`config.mk`:
```
export PLATFORM = sky130hd
export DESIGN_NAME = pulse_channel_sweep_envelope
export DESIGN_NICKNAME = d
export VERILOG_FILES = /design/src/hw/rtl/pcse_pkg.sv /design/src/hw/rtl/pcse_core.sv /design/src/hw/rtl/pulse_channel_sweep_envelope.sv
export SDC_FILE = /design/constraint.sdc
export NUM_CORES = 1
export LEC_CHECK = 0
export BUFFER_PORTS_ARGS = -buffer_cell sky130_fd_sc_hd__clkbuf_2
export CELL_PAD_IN_SITES_DETAIL_PLACEMENT = 0
export CELL_PAD_IN_SITES_GLOBAL_PLACEMENT = 1
export CORE_MARGIN = 5
export CORE_UTILIZATION = 49
export DETAILED_ROUTE_END_ITERATION = 6
export GPL_ROUTABILITY_DRIVEN = 0
export GPL_TIMING_DRIVEN = 0
export PLACE_DENSITY_LB_ADDON = 0.08
export SYNTH_ARGS = -nofsm -noshare
export SYNTH_HDL_FRONTEND = slang
export SYNTH_SLANG_ARGS = --single-unit
```
`constraint.sdc`:
```
create_clock -name clk_i -period 5.65 [get_ports clk_i]
set_input_delay 0.565 -clock clk_i [delete_from_list [all_inputs] [get_ports clk_i]]
set_output_delay 0.565 -clock clk_i [all_outputs]
set_load 0.01 [all_outputs]
```
`src/hw/rtl/pcse_pkg.sv`:
```
// shared types, opcodes and lookup tables for the pulse channel
// no dependencies

package pcse_pkg;

  typedef enum logic [3:0] {
    OpCtrl     = 4'd0,
    OpSweep    = 4'd1,
    OpTimerLo  = 4'd2,
    OpTimerHi  = 4'd3,
    OpEnable   = 4'd4,
    OpTimerTk  = 4'd5,
    OpEnvTk    = 4'd6,
    OpSweepTk  = 4'd7,
    OpLengthTk = 4'd8
  } op_e;

  localparam logic [15:0] PeriodMax   = 16'h07FF;
  localparam logic [15:0] PeriodMin   = 16'd8;
  localparam logic [15:0] HighMask    = 16'hFF00;
  localparam logic [15:0] LowMask     = 16'h00FF;
  localparam logic [3:0]  EnvFull     = 4'd15;
  localparam logic [1:0]  ChannelOne  = 2'd1;

  function automatic logic duty_bit(input logic [1:0] mode, input logic [2:0] step);
    logic [7:0] wave;
    case (mode)
      2'd0: wave = 8'b0000_0010;
      2'd1: wave = 8'b0000_0110;
      2'd2: wave = 8'b0001_1110;
      2'd3: wave = 8'b1111_1001;
      default: wave = 8'b0000_0000;
    endcase
    return wave[step];
  endfunction

  function automatic logic [7:0] length_load(input logic [4:0] idx);
    logic [7:0] v;
    case (idx)
      5'd0:  v = 8'd10;   5'd1:  v = 8'd254;  5'd2:  v = 8'd20;   5'd3:  v = 8'd2;
      5'd4:  v = 8'd40;   5'd5:  v = 8'd4;    5'd6:  v = 8'd80;   5'd7:  v = 8'd6;
      5'd8:  v = 8'd160;  5'd9:  v = 8'd8;    5'd10: v = 8'd60;   5'd11: v = 8'd10;
      5'd12: v = 8'd14;   5'd13: v = 8'd12;   5'd14: v = 8'd26;   5'd15: v = 8'd14;
      5'd16: v = 8'd12;   5'd17: v = 8'd16;   5'd18: v = 8'd24;   5'd19: v = 8'd18;
      5'd20: v = 8'd48;   5'd21: v = 8'd20;   5'd22: v = 8'd96;   5'd23: v = 8'd22;
      5'd24: v = 8'd192;  5'd25: v = 8'd24;   5'd26: v = 8'd72;   5'd27: v = 8'd26;
      5'd28: v = 8'd16;   5'd29: v = 8'd28;   5'd30: v = 8'd32;   5'd31: v = 8'd30;
      default: v = 8'd0;
    endcase
    return v;
  endfunction

endpackage

```
`src/hw/rtl/pcse_core.sv`:
```
// channel state: timer, duty step, envelope, sweep and length counter
// applies one operation per step and gives the sample of the updated state
// depends on pcse_pkg

module pcse_core (
  input  logic       clk_i,
  input  logic       rst_ni,
  input  logic       step_i,
  input  logic [3:0] opcode_i,
  input  logic [7:0] data_i,
  input  logic [1:0] channel_id_i,
  output logic [3:0] sample_o
);

  logic [1:0]  duty_mode_q, duty_mode_d;
  logic [2:0]  duty_step_q, duty_step_d;
  logic        length_halt_n_q, length_halt_n_d;
  logic        env_loop_q, env_loop_d;
  logic        env_use_q, env_use_d;
  logic [3:0]  env_reload_q, env_reload_d;
  logic [3:0]  fixed_volume_q, fixed_volume_d;
  logic        env_restart_q, env_restart_d;
  logic [3:0]  env_level_q, env_level_d;
  logic [3:0]  env_divider_q, env_divider_d;
  logic        sweep_on_q, sweep_on_d;
  logic [3:0]  sweep_reload_q, sweep_reload_d;
  logic        sweep_down_q, sweep_down_d;
  logic [2:0]  sweep_amount_q, sweep_amount_d;
  logic        sweep_restart_q, sweep_restart_d;
  logic [3:0]  sweep_divider_q, sweep_divider_d;
  logic [15:0] period_q, period_d;
  logic [15:0] period_count_q, period_count_d;
  logic [7:0]  length_count_q, length_count_d;
  logic        chan_on_q, chan_on_d;

  logic [15:0] sweep_delta;
  logic [15:0] swept_period;

  assign sweep_delta  = period_q >> sweep_amount_q;
  assign swept_period = sweep_down_q
                      ? (period_q - sweep_delta
                         - {15'd0, channel_id_i == pcse_pkg::ChannelOne})
                      : (period_q + sweep_delta);

  always_comb begin
    duty_mode_d     = duty_mode_q;
    duty_step_d     = duty_step_q;
    length_halt_n_d = length_halt_n_q;
    env_loop_d      = env_loop_q;
    env_use_d       = env_use_q;
    env_reload_d    = env_reload_q;
    fixed_volume_d  = fixed_volume_q;
    env_restart_d   = env_restart_q;
    env_level_d     = env_level_q;
    env_divider_d   = env_divider_q;
    sweep_on_d      = sweep_on_q;
    sweep_reload_d  = sweep_reload_q;
    sweep_down_d    = sweep_down_q;
    sweep_amount_d  = sweep_amount_q;
    sweep_restart_d = sweep_restart_q;
    sweep_divider_d = sweep_divider_q;
    period_d        = period_q;
    period_count_d  = period_count_q;
    length_count_d  = length_count_q;
    chan_on_d       = chan_on_q;
    if (step_i) begin
      case (opcode_i)
        pcse_pkg::OpCtrl: begin
          duty_mode_d     = data_i[7:6];
          length_halt_n_d = ~data_i[5];
          env_loop_d      = data_i[5];
          env_use_d       = ~data_i[4];
          env_reload_d    = data_i[3:0];
          fixed_volume_d  = data_i[3:0];
          env_restart_d   = 1'b1;
        end
        pcse_pkg::OpSweep: begin
          sweep_on_d      = data_i[7];
          sweep_reload_d  = {1'b0, data_i[6:4]} + 4'd1;
          sweep_down_d    = data_i[3];
          sweep_amount_d  = data_i[2:0];
          sweep_restart_d = 1'b1;
        end
        pcse_pkg::OpTimerLo: begin
          period_d = (period_q & pcse_pkg::HighMask) | {8'd0, data_i};
        end
        pcse_pkg::OpTimerHi: begin
          length_count_d = pcse_pkg::length_load(data_i[7:3]);
          period_d       = (period_q & pcse_pkg::LowMask) | {5'd0, data_i[2:0], 8'd0};
          env_restart_d  = 1'b1;
          duty_step_d    = 3'd0;
        end
        pcse_pkg::OpEnable: begin
          chan_on_d = data_i[0];
        end
        pcse_pkg::OpTimerTk: begin
          if (period_count_q == 16'd0) begin
            period_count_d = period_q;
            duty_step_d    = duty_step_q + 3'd1;
          end else begin
            period_count_d = period_count_q - 16'd1;
          end
        end
        pcse_pkg::OpEnvTk: begin
          if (env_restart_q) begin
            env_level_d   = pcse_pkg::EnvFull;
            env_divider_d = env_reload_q;
            env_restart_d = 1'b0;
          end else if (env_divider_q != 4'd0) begin
            env_divider_d = env_divider_q - 4'd1;
          end else begin
            if (env_level_q != 4'd0) begin
              env_level_d = env_level_q - 4'd1;
            end else if (env_loop_q) begin
              env_level_d = pcse_pkg::EnvFull;
            end
            env_divider_d = env_reload_q;
          end
        end
        pcse_pkg::OpSweepTk: begin
          if (sweep_restart_q) begin
            if (sweep_on_q && sweep_divider_q == 4'd0) begin
              period_d = swept_period;
            end
            sweep_divider_d = sweep_reload_q;
            sweep_restart_d = 1'b0;
          end else if (sweep_divider_q != 4'd0) begin
            sweep_divider_d = sweep_divider_q - 4'd1;
          end else begin
            if (sweep_on_q) begin
              period_d = swept_period;
            end
            sweep_divider_d = sweep_reload_q;
          end
        end
        pcse_pkg::OpLengthTk: begin
          if (length_halt_n_q && length_count_q != 8'd0) begin
            length_count_d = length_count_q - 8'd1;
          end
        end
        default: ;
      endcase
    end
  end

  // output gating on the updated state
  always_comb begin
    if (!chan_on_d || length_count_d == 8'd0 ||
        !pcse_pkg::duty_bit(duty_mode_d, duty_step_d) ||
        period_d < pcse_pkg::PeriodMin || period_d > pcse_pkg::PeriodMax) begin
      sample_o = 4'd0;
    end else begin
      sample_o = env_use_d ? env_level_d : fixed_volume_d;
    end
  end

  always_ff @(posedge clk_i or negedge rst_ni) begin
    if (!rst_ni) begin
      duty_mode_q     <= '0;
      duty_step_q     <= '0;
      length_halt_n_q <= 1'b0;
      env_loop_q      <= 1'b0;
      env_use_q       <= 1'b0;
      env_reload_q    <= '0;
      fixed_volume_q  <= '0;
      env_restart_q   <= 1'b0;
      env_level_q     <= '0;
      env_divider_q   <= '0;
      sweep_on_q      <= 1'b0;
      sweep_reload_q  <= '0;
      sweep_down_q    <= 1'b0;
      sweep_amount_q  <= '0;
      sweep_restart_q <= 1'b0;
      sweep_divider_q <= '0;
      period_q        <= '0;
      period_count_q  <= '0;
      length_count_q  <= '0;
      chan_on_q       <= 1'b0;
    end else begin
      duty_mode_q     <= duty_mode_d;
      duty_step_q     <= duty_step_d;
      length_halt_n_q <= length_halt_n_d;
      env_loop_q      <= env_loop_d;
      env_use_q       <= env_use_d;
      env_reload_q    <= env_reload_d;
      fixed_volume_q  <= fixed_volume_d;
      env_restart_q   <= env_restart_d;
      env_level_q     <= env_level_d;
      env_divider_q   <= env_divider_d;
      sweep_on_q      <= sweep_on_d;
      sweep_reload_q  <= sweep_reload_d;
      sweep_down_q    <= sweep_down_d;
      sweep_amount_q  <= sweep_amount_d;
      sweep_restart_q <= sweep_restart_d;
      sweep_divider_q <= sweep_divider_d;
      period_q        <= period_d;
      period_count_q  <= period_count_d;
      length_count_q  <= length_count_d;
      chan_on_q       <= chan_on_d;
    end
  end

endmodule

```
`src/hw/rtl/pulse_channel_sweep_envelope.sv`:
```
// top level of the pulse sound channel: input register, channel core, result register
// depends on pcse_pkg and pcse_core
//
// usage:
//   input channel: opcode_i / data_byte_i with in_valid_i, in_stall_o. a transfer
//   happens on a rising edge with in_valid_i high and in_stall_o low.
//   output channel: sample_o with out_valid_o, out_stall_i, one sample per operation.
//   config channel: cfg_channel_id_i with cfg_valid_i, cfg_ready_o (always ready);
//   write it only while no operation is in flight.
//   the sample register loads at the first rising edge after
//   the transfer when the output is free, and out_valid_o is high from then on.
//   throughput: one operation per cycle while the output is not stalled; the core
//   applies it combinationally between the input register and the sample register.
//   reset: all channel state clears, channel id returns to 1, both registers empty.
//   stall: while out_stall_i holds a waiting sample, the input register keeps
//   one more operation and then in_stall_o rises; nothing is dropped.

module pulse_channel_sweep_envelope (
  input  logic       clk_i,
  input  logic       rst_ni,
  input  logic       in_valid_i,
  output logic       in_stall_o,
  input  logic [3:0] opcode_i,
  input  logic [7:0] data_byte_i,
  output logic       out_valid_o,
  input  logic       out_stall_i,
  output logic [3:0] sample_o,
  input  logic       cfg_valid_i,
  output logic       cfg_ready_o,
  input  logic [1:0] cfg_channel_id_i
);

  logic       s1_valid_q, s1_valid_d;
  logic [3:0] s1_op_q;
  logic [7:0] s1_data_q;
  logic       out_valid_q, out_valid_d;
  logic [3:0] sample_q;
  logic [1:0] channel_id_q;
  logic [3:0] core_sample;
  logic       advance;
  logic       in_fire;

  assign advance     = !out_valid_q || !out_stall_i;
  assign in_stall_o  = s1_valid_q && !advance;
  assign in_fire     = in_valid_i && !in_stall_o;
  assign s1_valid_d  = in_stall_o ? s1_valid_q : in_valid_i;
  assign out_valid_d = advance ? s1_valid_q : out_valid_q;
  assign cfg_ready_o = 1'b1;
  assign out_valid_o = out_valid_q;
  assign sample_o    = sample_q;

  pcse_core u_core (
    .clk_i        (clk_i),
    .rst_ni       (rst_ni),
    .step_i       (s1_valid_q && advance),
    .opcode_i     (s1_op_q),
    .data_i       (s1_data_q),
    .channel_id_i (channel_id_q),
    .sample_o     (core_sample)
  );

  always_ff @(posedge clk_i or negedge rst_ni) begin
    if (!rst_ni) begin
      s1_valid_q   <= 1'b0;
      out_valid_q  <= 1'b0;
      channel_id_q <= pcse_pkg::ChannelOne;
    end else begin
      s1_valid_q  <= s1_valid_d;
      out_valid_q <= out_valid_d;
      if (cfg_valid_i && cfg_ready_o) begin
        channel_id_q <= cfg_channel_id_i;
      end
    end
  end

  always_ff @(posedge clk_i) begin
    if (in_fire) begin
      s1_op_q   <= opcode_i;
      s1_data_q <= data_byte_i;
    end
    if (advance && s1_valid_q) begin
      sample_q <= core_sample;
    end
  end

endmodule

```
; Word level (Yosys, flattened, before mapping)
; Memory sizes are Yosys's and may differ from the RTL's. A register that Yosys moved wholly into a read port is not among the register bits.
; Index checks and enable logic that the tools add are counted.
[word_totals]
reg_bits = 100
mem_bits_ro = 224
in_bits = 19
output_inout_bits = 7
elab_cells = 131
memories = 1
[classes]
add_sub_neg = 10
order_cmp = 3
n_eq_ne = 12
shift = 1
n_mux = 39
bitwise_logic = 4
n_reduce_logical = 35
[memory_table]
columns = name, depth, word_bits, rd, rd_clocked_by_memory_dff, write_ports, line_no
row1 = (no name shown), 32, 7, 1, 1, 0, pcse_pkg.sv:39  ; case (idx)
[op_table]
columns = cell, count
row1 = $mux W16, 7
row2 = $mux W4, 13
row3 = $pmux W16 S3, 1
row4 = $pmux W8 S4, 1
row5 = $add A16 B16 Y16, 1
row6 = $eq A4 B3 Y1 const B, 4
row7 = $gt A16 B11 Y1 const B, 1
row8 = $logic_not A16 Y1, 1
row9 = $lt A16 B4 Y1 const B, 1
row10 = $mux W8, 2
row11 = $or A16 B8 Y16, 1
row12 = $pmux W8 S2, 1
row13 = $shr A16 B3 Y16, 1
row14 = $sub A16 B1 Y16, 1
row15 = $sub A16 B1 Y16 const B, 1
row16 = $sub A16 B16 Y16, 1
row17 = $reduce_and A2 Y1, 7
row18 = $reduce_bool A4 Y1, 3
row19 = $sub A4 B1 Y4 const B, 3
row20 = $or A8 B11 Y11, 1
row21 = $eq A4 B2 Y1 const B, 2
row22 = $logic_not A4 Y1, 2
row23 = $logic_not A8 Y1, 1
row24 = $reduce_bool A8 Y1, 1
row25 = other kinds (22), 46

; Depth between registers and ports, before layout
[logic_depth]
word_depth = 12
depth_mapped = 20
depth_no_buf = 18

; Hierarchy
; From an unflattened synthesis, not the netlist that was laid out.
[unflattened]
hier_cells = 958
area_unflattened_um2 = 7951.4
[modules_own_cells]
columns = module, n_inst, cells_each, area_each_um2, seq_area_each_um2
row1 = pcse_core, 1, 928, 7287.0, 2001.9
row2 = pulse_channel_sweep_envelope, 1, 30, 664.4, 581.8

; Worst setup path before layout
; No wires, ideal clock.
[synth_timing]
path_type = register to register
start = reg u_core.sweep_amount_q[1]
end = reg sample_q[0] (netlist: sample_o[0]) (data pin)
t_arrival_ns = 4.267
t_required_ns = 5.493
setup_slack_ns = 1.226
stages_incl_launch_ff = 19
period_less_slack_ns = 4.424
cell_sequence = dfrtp_1 > clkbuf_1 > buf_1 > o21ai_0 > or2_2 > a21oi_1 > a21oi_1 > ha_1 > inv_1 > ha_1 > o211ai_1 > o211ai_1 > a21o_1 > a211o_1 > a31oi_1 > xnor2_1 > a21o_1 > or4_1 > nor3_1
[synth_via]
elab_chain_cells = 12
word_cells_on_any_way = 15
classes_between = add/sub (3) / order compare (2) / shift (1) / mux (7) / reduce/logical (2)
[synth_rtl]
columns = item, line_no
row1 = from (decl), pcse_core.sv:28  ; logic [2:0] sweep_amount_q, sweep_amount_d;
row2 = from (signal assigned), pcse_core.sv:193  ; sweep_amount_q <= sweep_amount_d;
row3 = $shr A16 B3 Y16 *, pcse_core.sv:39  ; assign sweep_delta = period_q >> sweep_amount_q;
row4 = $sub A16 B16 Y16, pcse_core.sv:41  ; ? (period_q - sweep_delta
row5 = $sub A16 B1 Y16, pcse_core.sv:42  ; - {15'd0, channel_id_i == pcse_pkg::ChannelOne})
row6 = $mux W16 *, pcse_core.sv:41
row7 = $mux W16, pcse_core.sv:130  ; if (sweep_on_q) begin
row8 = $mux W16, pcse_core.sv:127  ; end else if (sweep_divider_q != 4'd0) begin
row9 = $mux W16 *, pcse_core.sv:121  ; if (sweep_restart_q) begin
row10 = $pmux W16 S3 *, pcse_core.sv:67  ; case (opcode_i)
row11 = $mux W16 *, pcse_core.sv:66  ; if (step_i) begin
row12 = net u_core.period_d[14], pcse_core.sv:31  ; logic [15:0] period_q, period_d;
row13 = $lt A16 B4 Y1, pcse_core.sv:150  ; period_d < pcse_pkg::PeriodMin || period_d > pcse_pkg::PeriodMax) begin
row14 = $logic_or A1 B1 Y1, pcse_core.sv:149  ; !pcse_pkg::duty_bit(duty_mode_d, duty_step_d) ||
row15 = $logic_or A1 B1 Y1 *, pcse_core.sv:150
row16 = to (signal assigned), pulse_channel_sweep_envelope.sv:82  ; sample_q <= core_sample;
row17 = to (decl), pulse_channel_sweep_envelope.sv:37  ; logic [3:0] sample_q;
; Mark *: on every way through the listed nets, which the timed path passes. The rest lies on a longest branch.
; A chain may end at the register's enable or synchronous reset.

; Worst setup path in the final report
[layout_timing]
start = reg u_core.sweep_amount_q[0]
end = reg sample_q[1] (netlist: sample_o[1]) (data pin)
; The elaborated chain is that of the path after synthesis.

==> flow_metrics.env <==
export IMPL_outcome="finished clean"
export IMPL_diodes=0
export IMPL_drive_gt1_frac=0.08517
export IMPL_seq_area_frac_synth=0.3340
export IMPL_synth_edf_count=16
export IMPL_seq_area_um2=2724
export IMPL_post_cts_buffers=0
export IMPL_cts_buffers=9
export IMPL_die_w_um=139
export IMPL_path_cells="clkbuf_1 > o21ai_0 > o21ai_1 > fa_1 > ha_1 > o21ai_0 > a32o_1 > o211ai_1 > a21oi_1 > mux2i_1 > a2111oi_0 > a221o_1 > or4_1 > nor3_1"
export IMPL_maxCapViolCount=0
export IMPL_worstHoldPathType="in2async"
export IMPL_ctsLongestPathBuffers=2
export IMPL_worst_slew_pin_slew_ns=1.200
export IMPL_netlist_cell_type_count=85
export IMPL_path_class="reg2reg"
export IMPL_post_route_min_period_ns=5.237
export IMPL_multi_input_area_um2=5007
export IMPL_place_ws_ns=-0.004154
export IMPL_fin_crit_sh=0.9269
export IMPL_p_leak_nw=3.953
export IMPL_port_buffer_count=24
export IMPL_start_util=0.4952
export IMPL_critPathLaunchType="register"
export IMPL_drc=0
export IMPL_core_area_um2=16470
export IMPL_finalHoldViolCount=0
export IMPL_dpl_cell_area_um2=8579
export IMPL_drt_wirelength_per_cell_um=18.43
export IMPL_final_util=0.5380
export IMPL_postSynthCellCount=959
export IMPL_nFillCells=1616
export IMPL_synthesis_nets=1041
export IMPL_path_max_fanout=10
export IMPL_wl_um=22440
export IMPL_slowest_delay_ns=0.65
export IMPL_fmax_ghz=0.1909
export IMPL_critical_path_slowest_cell="or4_1"
export IMPL_yosysTopAreaCellShare=0.2547
export IMPL_cpMostUsedCell="o21ai_0"
export IMPL_synthTopCellsByCount="102 x nand2_1, 83 x dfrtp_1, 78 x inv_1"
export IMPL_crit_required_ns=5.83
export IMPL_vias_per_cell=5.916
export IMPL_final_max_slew_violation_count=0
export IMPL_grt_max_degree=53
export IMPL_holdWs_ns=0.2167
export IMPL_async_flop_share=0.7850
export IMPL_clkLatencyLatePin_ns=0.35
export IMPL_die_y_um=139
export IMPL_arrival_ns=5.42
export IMPL_cts_clk_slew_worst_paths_ns=0.07
export IMPL_total_power_mw=3.777
export IMPL_endpoint_kind="register"
export IMPL_num_rows=47
export IMPL_overflow=0
export IMPL_via_count=7206
export IMPL_nets=1075
export IMPL_dr_first_iter_drc_count=668
export IMPL_setup_violations=0
export IMPL_die_area_um2=19320
export IMPL_rsz0062_at_grt="false"
export IMPL_ys_ff_latch=107
export IMPL_ios=26
export IMPL_cts_sinks=107
export IMPL_place_hpwl_um=17320
export IMPL_synth_most_common_cell="nand2_1"
export IMPL_skew_ns=0.008369
export IMPL_syn_area_um2=8154
export IMPL_grt_pass1_wl_um=35980
export IMPL_first_global_vias=6629
export IMPL_worst_slack_ns=0.4129
export IMPL_yosys_warnings=0
export IMPL_final_area_um2=8859
export IMPL_ant_nets=0
export IMPL_ctsHoldBuffers=0
export IMPL_ir_drop_uv=267.8
export IMPL_cts_root_buf="clkbuf_16"
export IMPL_powerDensity_nw_per_um2=426.3
export IMPL_antenna_found_initial=0
export IMPL_synthFlopType="dfrtp_1"
export IMPL_grt_usage=0.2302
export IMPL_synth_area_leader_cell="dfrtp_1"
export IMPL_maxSlewHeadroom=0.1893
export IMPL_cts_tree="done"
export IMPL_syn_to_final_growth_pct=8.639
export IMPL_htreeDepth=3
export IMPL_synth_area_per_cell_um2=8.503
export IMPL_first_pass_iters=5
export IMPL_ys_top_cells_by_area="dfrtp_1 25%, ha_1 9.2%, edfxtp_1 5.9%"
## final timing paths
| path | start | to | slack [ns] | cells after the start |
|---|---|---|---|---|
| hold / removal | rst_ni | u_core.length_count_q[1] | 0.22 | 1 |
| setup reg to reg | u_core.sweep_amount_q[0] | sample_o[1] | 0.41 | 14 |
| max in group asynchronous | rst_ni | channel_id_q[0] | 4.74 | 2 |
| setup / recovery | u_core.sweep_amount_q[0] | sample_o[1] | 0.41 | 14 |
| min in group clk_i | data_byte_i[2] | s1_data_q[2] | 0.38 | 1 |
| hold reg to reg | register | u_core.length_count_q[4] | 0.47 | 2 |
## critical path: cells and delay by family, from the launching register on
kind	cells	cell delay (ns)
AO/OA/AOI/OAI	8	2.14
adder cells (fa/ha/maj)	2	0.69
buffers and inverters	1	0.42
flip-flops	1	0.61
multiplexers	1	0.28
AND/OR/NAND/NOR	2	0.92
## kinds of logic (layout without fill, tap and decap cells)
family,after synthesis,after routing,synth area share
AOI/OAI and AO/OA,269,269,0.2176
xor gates and xnor gates,9,9,0.009668
adders and majority gates,63,63,0.09943
buffers and inverters,114,153,0.05340
DFF,107,107,0.3340
muxes,50,50,0.06859
other,1,1,0.0004599
and+or+nand+nor,346,346,0.2168
## sequential cells by signal (all words and copies together) (netlist names), 2 cells and up, named ones only
name	cells
u_core.duty_mode_q	2
u_core.sweep_reload_q	4
u_core.length_count_q	8
u_core.duty_step_q	3
u_core.fixed_volume_q	4
s1_op_q	4
u_core.env_level_q	4
channel_id_q	2
u_core.env_reload_q	4
u_core.env_divider_q	4
u_core.period_q	16
u_core.sweep_amount_q	3
u_core.sweep_divider_q	4
sample_o	4
u_core.period_count_q	16
s1_data_q	8
## final cells by class
type,count,area share
clock buffers,10,0.02585
multi-input cells,738,0.5653
clock inverters,6,0.004379
well taps,220,0.03107
plain buffers,32,0.01469
repair buffers,25,0.01695
flip-flops and latches,107,0.3075
inverters,80,0.03432
## stage by stage
stage               setup TNS (ns)  instances
finish                           0       1218
floorplan                        0        959
global route                     0       1218
global placement          -0.09457       1203
detailed placement       -0.004154       1204
CTS                              0       1220
## where the power goes
group	switching [mW]	internal, mW
Clock	0.285	0.299
Combinational	1.23	0.816
Sequential	0.192	0.953
Total	1.71	2.07
## placed cells by master (no fill, tap or decap), types with 30 or more instances in the layout
cell type and n:
nand2_1 102, dfrtp_1 83, inv_1 78, nor2_1 70
a21oi_1 64, o21ai_0 62, ha_1 60, nor3_1 33
mux2i_1 30
## timing repair
item,CTS,global route
resized for setup,1,7
setup endpoints to repair,4,4
gates cloned,0,0
## layer usage
layer  track usage  part of all wire  vias up
met3       0.04345             0.051       29
met4       0.06282             0.021        0
met5             0                 0        -
met1        0.3462              0.49     3409
li1              -                 -     3583
met2        0.3396              0.43      185
Power figures use the tool's default switching activity.
